--- src/rtl/core/crc24w_pkg.sv ---
// Package for the CRC-24 word-pair engine: widths, polynomial and the word update.
// No dependencies; used by crc24w_out_buf.sv and crc24_word_pair_engine.sv.
package crc24w_pkg;

    localparam int unsigned CRC_W  = 24;
    localparam int unsigned BYTE_W = 8;

    typedef logic [CRC_W-1:0]  crc_t;
    typedef logic [BYTE_W-1:0] byte_t;

    // Generator polynomial without the implicit bit 24.
    localparam crc_t CRC_POLY = 24'h80001B;

    // One word step: shift left, XOR the little-endian word in, reduce on bit 24.
    function automatic crc_t word_update(crc_t crc, byte_t lo, byte_t hi);
        logic [CRC_W:0] t;
        t = {crc, 1'b0} ^ {{(CRC_W + 1 - 2 * BYTE_W){1'b0}}, hi, lo};
        if (t[CRC_W])
        begin
            t[CRC_W-1:0] = t[CRC_W-1:0] ^ CRC_POLY;
        end
        return t[CRC_W-1:0];
    endfunction

endpackage

--- src/rtl/core/crc24w_out_buf.sv ---
// Result buffer for the CRC-24 engine: an output register backed by one skid entry.
// Depends on crc24w_pkg for the CRC type.
module crc24w_out_buf
(
    input  logic               clk,
    input  logic               rst_n,
    input  logic               push,
    input  crc24w_pkg::crc_t   push_data,
    output logic               room,
    output logic               m_tvalid,
    input  logic               m_tready,
    output logic [23:0]        m_tdata    // crc_value[23:0]
);

    logic             out_valid_reg, out_valid_next;
    crc24w_pkg::crc_t out_data_reg,  out_data_next;
    logic             skid_valid_reg, skid_valid_next;
    crc24w_pkg::crc_t skid_data_reg,  skid_data_next;
    logic             pop;

    assign pop      = out_valid_reg && m_tready;
    assign room     = !skid_valid_reg;
    assign m_tvalid = out_valid_reg;
    assign m_tdata  = out_data_reg;

    always_comb
    begin
        out_valid_next  = out_valid_reg;
        out_data_next   = out_data_reg;
        skid_valid_next = skid_valid_reg;
        skid_data_next  = skid_data_reg;
        if (!out_valid_reg || pop)
        begin
            if (skid_valid_reg)
            begin
                out_valid_next  = 1'b1;
                out_data_next   = skid_data_reg;
                skid_valid_next = push;
                skid_data_next  = push_data;
            end
            else
            begin
                out_valid_next = push;
                out_data_next  = push_data;
            end
        end
        else if (push)
        begin
            skid_valid_next = 1'b1;
            skid_data_next  = push_data;
        end
    end

    always_ff @(posedge clk or negedge rst_n)
    begin
        if (!rst_n)
        begin
            out_valid_reg  <= 1'b0;
            skid_valid_reg <= 1'b0;
        end
        else
        begin
            out_valid_reg  <= out_valid_next;
            skid_valid_reg <= skid_valid_next;
        end
    end

    always_ff @(posedge clk)
    begin
        out_data_reg  <= out_data_next;
        skid_data_reg <= skid_data_next;
    end

endmodule

--- src/rtl/core/crc24_word_pair_engine.sv ---
// Top level of the CRC-24 word-pair engine: byte input, running CRC, result output.
// Depends on crc24w_pkg and crc24w_out_buf.
//
// The engine computes a 24-bit CRC (polynomial 0x80001B) over a message fed one
// byte per beat on the slave stream. Bytes are paired little-endian into 16-bit
// words; each word shifts the CRC left by one, is XORed in, and reduces on bit 24.
// s_tuser marks the first byte of a message (the CRC is loaded from the seed
// register and any held byte is dropped); s_tlast marks the last byte, after which
// a lone last byte is paired with a zero high byte and the CRC is sent on the
// master stream. A message without a first mark continues from the CRC left by the
// previous one. Each byte is folded into the state registers at the edge that
// accepts it, through at most one word update, so a new byte is accepted in every
// cycle while s_tready is high. Results pass through an output register with a
// one-entry skid stage, so input stalls only when two results wait downstream.
// Write the seed register via seed_wr_en/seed_wr_data only while idle (not enforced).
module crc24_word_pair_engine
(
    input  logic        clk,
    input  logic        rst_n,
    input  logic        seed_wr_en,
    input  logic [23:0] seed_wr_data,
    input  logic        s_tvalid,
    output logic        s_tready,
    input  logic [7:0]  s_tdata,      // data_byte[7:0]
    input  logic        s_tuser,      // first_byte
    input  logic        s_tlast,      // last_byte
    output logic        m_tvalid,
    input  logic        m_tready,
    output logic [23:0] m_tdata       // crc_value[23:0]
);

    crc24w_pkg::crc_t  seed_reg;
    crc24w_pkg::crc_t  crc_reg, crc_next;
    crc24w_pkg::byte_t pend_byte_reg, pend_byte_next;
    logic              pend_valid_reg, pend_valid_next;

    logic              accept;
    logic              room;
    crc24w_pkg::crc_t  base_crc;
    logic              base_pend;
    crc24w_pkg::byte_t upd_lo;
    crc24w_pkg::byte_t upd_hi;
    crc24w_pkg::crc_t  upd_crc;
    logic              do_update;

    assign s_tready = room;
    assign accept   = s_tvalid && s_tready;

    // A first mark restarts from the seed with nothing held.
    assign base_crc  = s_tuser ? seed_reg : crc_reg;
    assign base_pend = s_tuser ? 1'b0 : pend_valid_reg;

    // At most one word update per byte: either this byte completes a held pair,
    // or it is a lone last byte paired with zero.
    assign do_update = base_pend || s_tlast;
    assign upd_lo    = base_pend ? pend_byte_reg : s_tdata;
    assign upd_hi    = base_pend ? s_tdata : '0;
    assign upd_crc   = crc24w_pkg::word_update(base_crc, upd_lo, upd_hi);

    always_comb
    begin
        crc_next        = crc_reg;
        pend_byte_next  = pend_byte_reg;
        pend_valid_next = pend_valid_reg;
        if (accept)
        begin
            crc_next        = do_update ? upd_crc : base_crc;
            pend_valid_next = !do_update;
            pend_byte_next  = do_update ? '0 : s_tdata;
        end
    end

    always_ff @(posedge clk or negedge rst_n)
    begin
        if (!rst_n)
        begin
            seed_reg       <= '0;
            crc_reg        <= '0;
            pend_byte_reg  <= '0;
            pend_valid_reg <= 1'b0;
        end
        else
        begin
            if (seed_wr_en)
            begin
                seed_reg <= seed_wr_data;
            end
            crc_reg        <= crc_next;
            pend_byte_reg  <= pend_byte_next;
            pend_valid_reg <= pend_valid_next;
        end
    end

    crc24w_out_buf u_out_buf
    (
        .clk       (clk),
        .rst_n     (rst_n),
        .push      (accept && s_tlast),
        .push_data (crc_next),
        .room      (room),
        .m_tvalid  (m_tvalid),
        .m_tready  (m_tready),
        .m_tdata   (m_tdata)
    );

    // A last byte always leaves a result waiting and nothing held.
    a_last_gives_result: assert property (@(posedge clk) disable iff (!rst_n)
        (accept && s_tlast) |=> (m_tvalid && !pend_valid_reg))
        else $error("last byte did not produce a result");

    // A first byte that is not also last is held as the low half of a word.
    a_first_holds_byte: assert property (@(posedge clk) disable iff (!rst_n)
        (accept && s_tuser && !s_tlast) |=> (pend_valid_reg && pend_byte_reg == $past(s_tdata)))
        else $error("first byte not held as pending low byte");

    // A byte that completes a pair leaves nothing held.
    a_pair_clears: assert property (@(posedge clk) disable iff (!rst_n)
        (accept && !s_tuser && pend_valid_reg) |=> !pend_valid_reg)
        else $error("pending byte survived its pair");

    // Input stalls only while the output side holds a waiting result.
    a_stall_has_cause: assert property (@(posedge clk) disable iff (!rst_n)
        !s_tready |-> m_tvalid)
        else $error("input stalled with empty output");

    // Without a byte accepted the running state stays put.
    a_idle_holds: assert property (@(posedge clk) disable iff (!rst_n)
        !accept |=> ($stable(crc_reg) && $stable(pend_valid_reg)))
        else $error("CRC state changed without an accepted byte");

endmodule
--- config.mk ---
export PLATFORM = sky130hd
export DESIGN_NAME = crc24_word_pair_engine
export DESIGN_NICKNAME = d
export VERILOG_FILES = /design/src/rtl/core/crc24w_pkg.sv /design/src/rtl/core/crc24w_out_buf.sv /design/src/rtl/core/crc24_word_pair_engine.sv
export SDC_FILE = /design/constraint.sdc
export NUM_CORES = 1
export LEC_CHECK = 0
export BUFFER_PORTS_ARGS = -buffer_cell sky130_fd_sc_hd__buf_2
export CAP_MARGIN = 20
export CORE_UTILIZATION = 45
export DETAILED_ROUTE_END_ITERATION = 10
export PLACE_DENSITY = 0.67
export SLEW_MARGIN = 20
export SYNTH_ARGS = -nofsm -noshare
export SYNTH_HDL_FRONTEND = slang
export SYNTH_SLANG_ARGS = --single-unit
--- constraint.sdc ---
create_clock -name clk -period 3.42 [get_ports clk]
set_clock_uncertainty 0.2 [all_clocks]
set_input_delay 0.513 -clock clk [delete_from_list [all_inputs] [get_ports clk]]
set_output_delay 0.513 -clock clk [all_outputs]
set_load 0.02 [all_outputs]
==> run_results.csv, run 1 <==
group,metric,value,unit
critical_path,worstPathCellList,"nand2b_1, nand2_1, mux4_2, o21ai_1",
grt,grt_use_total,0.228,
placed_design,place_hpwl,8220,um
synthesis,ys.flop_type,"dfrtp_1",
critical_path,cp-end-kind,"register",
floorplan,core-area,11000,um^2
clock_tree,clk_pin_slew_worst_paths,80,ps
synthesis,yosysWarnings,0,
floorplan,die-height,109,um
critical_path,critPathArrivalTime,2540,ps
clock_tree,cts.sinks,107,
clock_tree,cts_tree,"built",
critical_path,crit_type,"reg2reg",
clock_tree,cts-root-buf,"clkbuf_16",
synthesis,ys_types,46,
routing,final_antenna_net_count,0,
timing,slew_headroom,0.508,
floorplan,die_w,109,um
power_and_ir_drop,powerDensity,619,nW/um^2
clock_tree,cts_resized,0,
power_and_ir_drop,p_clk_frac,0.322,
timing,setup-violations-final,0,
routing,avgRoutedWirePerCell,19.0,um
synthesis,synthTopCellsByArea,"dfrtp_1 29%, edfxtp_1 28%, mux2_2 6.4%, nand2_1 3.3%, mux2i_1 3.1%",
synthesis,synth_most_common_cell,"dfrtp_1",
hold_path,min_path_type,"in2reg",
critical_path,critPathMaxStageDelay,790,ps
routing,drt_iter0_drc,221,
clock_tree,numCtsBuffers,9,
grt,grt_pass1_wl,19900,um
routing,routed_via_density,5.79,
critical_path,cp_max_fo,20,
clock_tree,cts_max_path_buffers,2,
grt,grt.overflow.total,0,
timing,fmaxAchievable,392,MHz
routing,vias,3697,
cells_and_area,synthToLayoutAreaGrowth,15.7,%
cells_and_area,nets,533,
power_and_ir_drop,p_total,0.00367,W
status,status,"complete, no violations",
power_and_ir_drop,ir_drop,0.349,mV
clock_tree,post_cts_buffers,0,
grt,grt_max_degree,32,
routing,routed_wl,12100,um
placed_design,io_buffers,64,
critical_path,cp-start-kind,"register",
synthesis,async_flop_share,0.551,
timing,drv_slew,0,
placed_design,place.gp.congestion,0.815,
timing,worst_slew_pin_slew,737,ps
synthesis,yosysSeqAreaShare,0.570,
synthesis,syn_area,5120,um^2
power_and_ir_drop,p_comb_frac,0.210,
timing,timing.hold.ws,162,ps
placed_design,placed_cell_area,5570,um^2
synthesis,ys_seq_elements,107,
flow_run,drv_cap,0,
synthesis,synth_top_area_cell,"dfrtp_1",
routing,firstDrtPassIters,5,
power_and_ir_drop,power_leakage,2.53,nW
timing,setup_tns,0,ps
synthesis,netlist.area_leader.share,0.288,
critical_path,slowest_stage,"dfrtp_1",
timing,finalHoldViolations,0,
synthesis,synth_common_cells,"59 x dfrtp_1, 48 x edfxtp_1, 45 x nand2_1, 29 x mux2_2, 25 x a21oi_1",
power_and_ir_drop,p_sw_frac,0.284,
timing,min_period,2550,ps
floorplan,die_area,11800,um^2
cells_and_area,n_fill_cell,964,
cells_and_area,drive_gt1_frac,0.265,
routing,drc_errors,0,
cells_and_area,finish.utilization,0.539,
power_and_ir_drop,switchingPower,0.00104,W
grt,grt_pass1_vias,3741,
synthesis,avgSynthCellArea,11.7,um^2
synthesis,synth_edf_count,48,
floorplan,start_util,0.466,
timing,post-route-period-util,0.746,
power_and_ir_drop,p_seq_frac,0.468,
clock_tree,clk_latency,360,ps
cells_and_area,design_area,5920,um^2
floorplan,rows,38,
power_and_ir_drop,intPower,0.00263,W
floorplan,io_pins,65,
cells_and_area,antenna_cells,0,
grt,antenna_found_initial,0,
synthesis,syn_inst,436,
timing,rsz0062_at_grt,"false",
synthesis,synth_fp_nets,475,
clock_tree,htreeDepth,3,
critical_path,critPathRequiredTime,3400,ps
## through the flow
stage | worst slack [ps] | instances
after floorplan | 388 | 436
after global placement | 902 | 622
after detailed placement | 835 | 622
after CTS | 860 | 639
after global routing | 727 | 639
final | 867 | 639
## worst paths after layout
kind | from | end | slack (ps) | cells after the start
worst min-delay path | seed_wr_data[2] | seed_reg[2]$_DFFE_PN0P_ | 160 | 3
worst max register to register | pend_valid_reg$_DFFE_PN0N_ | u_out_buf.m_tdata[0]$_DFFE_PN_ | 870 | 4
max in group asynchronous | rst_n | seed_reg[18]$_DFFE_PN0P_ | 1870 | 3
worst max-delay path | pend_valid_reg$_DFFE_PN0N_ | u_out_buf.m_tdata[0]$_DFFE_PN_ | 870 | 4
worst min register to register | pend_byte_reg[7]$_DFFE_PN0N_ | pend_byte_reg[7]$_DFFE_PN0N_ | 290 | 2
min in group asynchronous | rst_n | crc_reg[7]$_DFF_PN0_ | 440 | 2
## power groups by stage
stage / clock (W) / sequential [W] / combinational [W]
global route: 0.00125 / 0.00174 / 0.000853
detailed placement: 0 / 0.00174 / 0.000772
finish: 0.00118 / 0.00172 / 0.000771
global placement: 0 / 0.00174 / 0.000748
floorplan: 0 / 0.00179 / 0.000481
CTS: 0.00120 / 0.00172 / 0.000779
## logic make-up after synthesis
logic type             count (synthesis)  share of synthesized area
AND/OR/NAND/NOR                       88                     0.0787
AO/OA/AOI/OAI                        117                      0.150
buffers and inverters                 53                     0.0476
multiplexers                          53                      0.124
XOR/XNOR                              18                     0.0308
flip-flops                           107                      0.570
## routing by layer
metal  up-vias  track usage  routed length [um]
met3        13       0.0508                 695
met5         -            0                   0
met2       112        0.367                5840
met4         0       0.0676                 206
li1       1718            -                   -
met1      1854        0.308                5380
## placed cells by master (no fill, tap or decap), types with 4 or more instances in the layout
cell and n:
a211oi_1 6, a21o_1 10, a21oi_1 25, a22oi_1 4, a31oi_1 7, buf_2 64, buf_4 14, clkbuf_16 9
dfrtp_1 59, edfxtp_1 48, inv_1 19, mux2_2 29, mux2i_1 16, mux4_2 5, nand2_1 45, nand3_1 7
nor2_1 8, nor3_1 10, o211a_1 5, o21ai_0 19, o21ai_1 10, o22a_1 5, o31ai_1 8, or3_1 5
xnor2_1 15
## critical path: cells and delay by family, from the launching register on
kind / cells / cell delay (ps)
multiplexers: 1 / 440
flip-flops: 1 / 790
AO/OA/AOI/OAI: 1 / 210
AND/OR/NAND/NOR: 2 / 740
## what timing repair did
item	CTS	global route
hold endpoints to repair	16	0
endpoints found under the setup margin	0	0
hold buffers	1	0
## final cells by class
type	instances	area, um^2	share of cell area
Multi-Input combinational cell	276	1980	0.333
Clock inverter	7	116	0.0196
Clock buffer	9	225	0.0380
Sequential cell	107	2920	0.493
Tap cell	140	175	0.0296
Timing Repair Buffer	79	435	0.0735
Inverter	21	78.8	0.0133
(Power assumes the default switching activity.)
==> inputs of run 2 (changes only) <==
==> constraint.sdc (replaced) <==
create_clock -name clk -period 2.14 [get_ports clk]
set_clock_uncertainty 0.2 [all_clocks]
set_input_delay 0.321 -clock clk [delete_from_list [all_inputs] [get_ports clk]]
set_output_delay 0.321 -clock clk [all_outputs]
set_load 0.02 [all_outputs]
==> run 2 against run 1 <==
Count of clock-buffer cells in the layout is 4 higher. Clock power is 36% higher. Sequential power is 60% higher. Cell count is 3.8% higher. Highest routed layer unchanged.
==> run_results.csv, run 2 (synthesized netlist as in run 1, its figures left out) <==
group,metric,value,unit
critical_path,cp_max_fo,12,
grt,antenna_found_initial,0,
routing,routed_via_density,5.77,
clock_tree,clk_pin_slew_worst_paths,70,ps
power_and_ir_drop,ir_drop,0.444,mV
timing,worst_slew_pin_slew,602,ps
cells_and_area,stdcell_count,663,
placed_design,dpl.cell_count,634,
clock_tree,cts.sinks,107,
critical_path,cp-start-kind,"register",
floorplan,core-area,11000,um^2
placed_design,place.gp.congestion,0.846,
timing,timing.hold.ws,7.43,ps
grt,grt.overflow.total,0,
placed_design,place_hpwl,8160,um
critical_path,critPathRequiredTime,1620,ps
clock_tree,post_cts_buffers,0,
grt,grt_use_total,0.220,
placed_design,pre_cts_slack,-12.3,ps
routing,vias,3825,
clock_tree,cts-root-buf,"clkbuf_16",
grt,grt_max_degree,60,
floorplan,rows,38,
clock_tree,clk_latency,350,ps
floorplan,start_util,0.466,
power_and_ir_drop,power_leakage,2.63,nW
grt,grt_pass1_wl,19400,um
cells_and_area,nets,557,
floorplan,die-height,109,um
timing,rsz0062_at_grt,"false",
routing,drt_iter0_drc,238,
cells_and_area,antenna_cells,0,
timing,setup_tns,0,ps
critical_path,critPathArrivalTime,1550,ps
critical_path,cp-end-kind,"primary output",
cells_and_area,drive_gt1_frac,0.275,
timing,worst_slack,73.6,ps
floorplan,io_pins,65,
status,status,"complete, no violations",
clock_tree,cts_tree,"built",
timing,min_period,2070,ps
power_and_ir_drop,powerDensity,921,nW/um^2
critical_path,crit_type,"reg2out",
hold_path,min_path_type,"in2reg",
timing,drv_slew,0,
routing,routed_wl,11900,um
clock_tree,htreeDepth,3,
routing,firstDrtPassIters,5,
cells_and_area,final_common_cell,"buf_2",
clock_tree,numCtsBuffers,9,
clock_tree,cts_max_path_buffers,2,
timing,slew_headroom,0.598,
routing,drc_errors,0,
flow_run,drv_cap,0,
routing,final_antenna_net_count,0,
cells_and_area,synthToLayoutAreaGrowth,19.5,%
power_and_ir_drop,p_total,0.00564,W
timing,post-route-period-util,0.966,
floorplan,die_area,11800,um^2
routing,avgRoutedWirePerCell,18.0,um
timing,finalHoldViolations,0,
grt,grt_pass1_vias,3648,
timing,setup-violations-final,0,
cells_and_area,layout_common_cells,"64 x buf_2, 58 x dfrtp_1, 48 x edfxtp_1, 45 x nand2_1, 29 x mux2_2",
timing,fmaxAchievable,484,MHz
placed_design,io_buffers,64,
floorplan,die_w,109,um
## run 2: cell count changes in the layout (fill, tap and decap cells not counted), sizes merged
cell | previous run | this run
clkbuf | 9 | 13
bufinv | 3 | 0
clkinvlp | 1 | 0
dlygate4sd3 | 1 | 13
buf | 78 | 90
clkinv | 4 | 3
inv | 20 | 21
## run 2: stage by stage
step / util / instance area, um^2
detailed placement: 0.519 / 5700
floorplan: - / 5140
finish: 0.557 / 6120
global placement: 0.519 / 5700
CTS: 0.556 / 6110
global route: 0.557 / 6120
## run 2: cell type report
class	count	area, um^2
fillers	941	4860
flip-flops and latches	107	2920
multi-input cells	276	1980
repair buffers	103	671
clock buffers	13	272
well taps	140	175
inverters	21	78.8
clock inverters	3	20.0
## run 2: final timing paths
kind                                                 startpoint                                    to  slack, ps  cells after the start
min reg2reg                        pend_byte_reg[7]$_DFFE_PN0N_          pend_byte_reg[7]$_DFFE_PN0N_        290                      2
max in group asynchronous                                 rst_n            pend_valid_reg$_DFFE_PN0N_       1150                      3
max                        u_out_buf.skid_valid_reg$_DFFE_PN0P_                              s_tready         70                      2
max reg2reg                          pend_valid_reg$_DFFE_PN0N_  u_out_buf.skid_data_reg[5]$_DFFE_PP_        160                      5
min                                            seed_wr_data[20]              seed_reg[20]$_DFFE_PN0P_          7                      2
min in group asynchronous                                 rst_n               seed_reg[6]$_DFFE_PN0P_        310                      3
## run 2: power by group
group | leakage (nW) | total, W | switching [W] | internal [W]
clock | 0.145 | 0.00161 | 0.000711 | 0.000894
sequential | 1.19 | 0.00275 | 0.000218 | 0.00253
combinational | 1.30 | 0.00128 | 0.000714 | 0.000570
## run 2: worst max-delay path, cell delays in order, from the launching register on
cell and delay (ps):
dfrtp_1 410, clkinv_1 450, buf_2 340
## run 2: metal layers
metal / track usage / vias to the layer above / share of wire
met5: 0 / - / 0
met4: 0.0840 / 0 / 0.017
met3: 0.0317 / 17 / 0.069
met2: 0.338 / 166 / 0.46
met1: 0.316 / 1876 / 0.45
li1: - / 1766 / -
## run 2: timing repair
action	in CTS	in global routing
gates resized for setup	0	1
hold buffers	12	1
endpoints found under the hold margin	70	1
endpoints found under the setup margin	0	5
==> inputs of run 3 (changes only) <==
--- a/config.mk
+++ b/config.mk
@@ -5,11 +5,13 @@
 export SDC_FILE = /design/constraint.sdc
 export NUM_CORES = 1
 export LEC_CHECK = 0
-export BUFFER_PORTS_ARGS = -buffer_cell sky130_fd_sc_hd__buf_2
+export BUFFER_PORTS_ARGS = -buffer_cell sky130_fd_sc_hd__buf_4
 export CAP_MARGIN = 20
 export CORE_UTILIZATION = 45
+export CTS_BUF_LIST = sky130_fd_sc_hd__clkbuf_4 sky130_fd_sc_hd__clkbuf_8
 export DETAILED_ROUTE_END_ITERATION = 10
 export PLACE_DENSITY = 0.67
+export RECOVER_POWER = 100
 export SLEW_MARGIN = 20
 export SYNTH_ARGS = -nofsm -noshare
 export SYNTH_HDL_FRONTEND = slang
==> run 3 against run 2 <==
Cell count increased by 1.1%. Highest routed layer unchanged. Critical endpoint is now u_out_buf.skid_data_reg[6]$_DFFE_PP_. First-iteration DRC count decreased by 6.3%. Largest power group unchanged. Global-route usage decreased by 0.068 points. Total power decreased by 9.1%. Non-clock buffer count increased by 7. Largest cell class unchanged.
==> run_results.csv, run 3 (synthesized netlist as in run 1, its figures left out) <==
group,metric,value,unit
clock_tree,cts-root-buf,"clkbuf_8",
timing,worst_slew_pin_slew,878,ps
routing,vias,3702,
clock_tree,htreeDepth,3,
clock_tree,clk_latency,390,ps
timing,finalHoldViolations,0,
cells_and_area,finish.utilization,0.558,
grt,grt_pass1_vias,3541,
timing,setup-violations-final,0,
clock_tree,clk_pin_slew_worst_paths,100,ps
status,status,"complete, no violations",
grt,grt_max_degree,60,
timing,fmaxAchievable,493,MHz
floorplan,rows,38,
cells_and_area,layout_common_cells,"59 x dfrtp_1, 48 x edfxtp_1, 45 x nand2_1, 29 x mux2_2",
placed_design,place.gp.congestion,0.902,
floorplan,io_pins,65,
grt,met3_usage,0.0532,
routing,routed_via_density,5.53,
floorplan,die_w,109,um
timing,setup_tns,0,ps
critical_path,cp-end-kind,"register",
critical_path,critPathRequiredTime,2150,ps
floorplan,die-height,109,um
grt,top_usage_layer,"met2",
floorplan,core-area,11000,um^2
cells_and_area,final_common_cell,"dfrtp_1",
timing,drv_slew,0,
cells_and_area,synthToLayoutAreaGrowth,19.7,%
hold_path,min_path_type,"in2reg",
grt,grt_use_total,0.219,
cells_and_area,drive_gt1_frac,0.204,
clock_tree,numCtsBuffers,9,
critical_path,critPathArrivalTime,2040,ps
routing,drc_errors,0,
grt,grt.overflow.total,0,
cells_and_area,nets,564,
power_and_ir_drop,ir_drop,0.409,mV
grt,grt_pass1_wl,19000,um
power_and_ir_drop,powerDensity,836,nW/um^2
floorplan,die_area,11800,um^2
grt,antenna_found_initial,0,
routing,final_antenna_net_count,0,
cells_and_area,antenna_cells,0,
routing,firstDrtPassIters,5,
placed_design,place_hpwl,8020,um
grt,grt_util_met2,0.317,
critical_path,crit_type,"reg2reg",
clock_tree,cts_tree,"built",
timing,rsz0062_at_grt,"false",
grt,met1_usage,0.315,
power_and_ir_drop,power_leakage,2.54,nW
timing,min_period,2030,ps
routing,routed_wl,12000,um
flow_run,drv_cap,0,
critical_path,cp_max_fo,15,
routing,avgRoutedWirePerCell,17.9,um
routing,drt_iter0_drc,223,
critical_path,ff2ff_setup_slack,110,ps
timing,slew_headroom,0.415,
clock_tree,cts.sinks,107,
critical_path,cp-start-kind,"register",
placed_design,io_buffers,64,
clock_tree,cts_max_path_buffers,2,
floorplan,start_util,0.466,
timing,post-route-period-util,0.947,
==> run 3: path summary, 6_finish.rpt <==
check | startpoint | end | cells after the start
worst max-delay path | pend_valid_reg$_DFFE_PN0N_ | u_out_buf.skid_data_reg[6]$_DFFE_PP_ | 5
worst min-delay path | s_tdata[6] | pend_byte_reg[6]$_DFFE_PN0N_ | 3
worst max register to register | pend_valid_reg$_DFFE_PN0N_ | u_out_buf.skid_data_reg[6]$_DFFE_PP_ | 5
worst min register to register | pend_byte_reg[2]$_DFFE_PN0N_ | pend_byte_reg[2]$_DFFE_PN0N_ | 2
max in group asynchronous | rst_n | crc_reg[4]$_DFF_PN0_ | 2
min in group asynchronous | rst_n | seed_reg[5]$_DFFE_PN0P_ | 2
==> run 3: where the power goes <==
| group | total, W | internal (W) | switching [W] |
|---|---|---|---|
| Clock | 0.00112 | 0.000468 | 0.000651 |
| Sequential | 0.00274 | 0.00253 | 0.000212 |
| Combinational | 0.00127 | 0.000559 | 0.000706 |
==> run 3: critical path, cell delays in order (launching register included) <==
cell     delay, ps
dfrtp_1        450
buf_12         180
mux2i_1        240
xnor2_1         90
mux4_2         470
o21ai_0        220
==> run 3: what timing repair did <==
item                                    in CTS  in global routing
buffers inserted                             0                  0
hold endpoints to repair                    85                  0
resized for setup                            1                  0
endpoints found under the setup margin       1                  0
hold buffers                                27                  0
==> run 3: final cells by class <==
cell class | instances | area (um^2)
clock buffer | 12 | 153
clock inverter | 4 | 16.3
fill | 934 | 4850
inverter | 21 | 78.8
multi-input combinational | 276 | 1970
sequential | 107 | 2920
tap | 140 | 175
timing repair buffer | 110 | 818
==> run 3: layer usage <==
layer / wire length [um] / share of wire
met2: 5520 / 0.46
met3: 750 / 0.063
met1: 5580 / 0.47
met4: 141 / 0.012
met5: 0 / 0
==> run 3: metrics by stage <==
step           total power (W)  setup slack, ps  hold WS (ps)  area (um^2)  cells
2_1_floorplan          0.00363             5.60          -175         5140    436
3_3_place_gp           0.00409              111           264         5800    627
3_5_place_dp           0.00412             80.8           264         5800    627
4_1_cts                0.00528              151          3.43         6240    670
5_1_grt                0.00540             34.9          24.1         6130    670
6_report               0.00512              113          18.2         6130    670
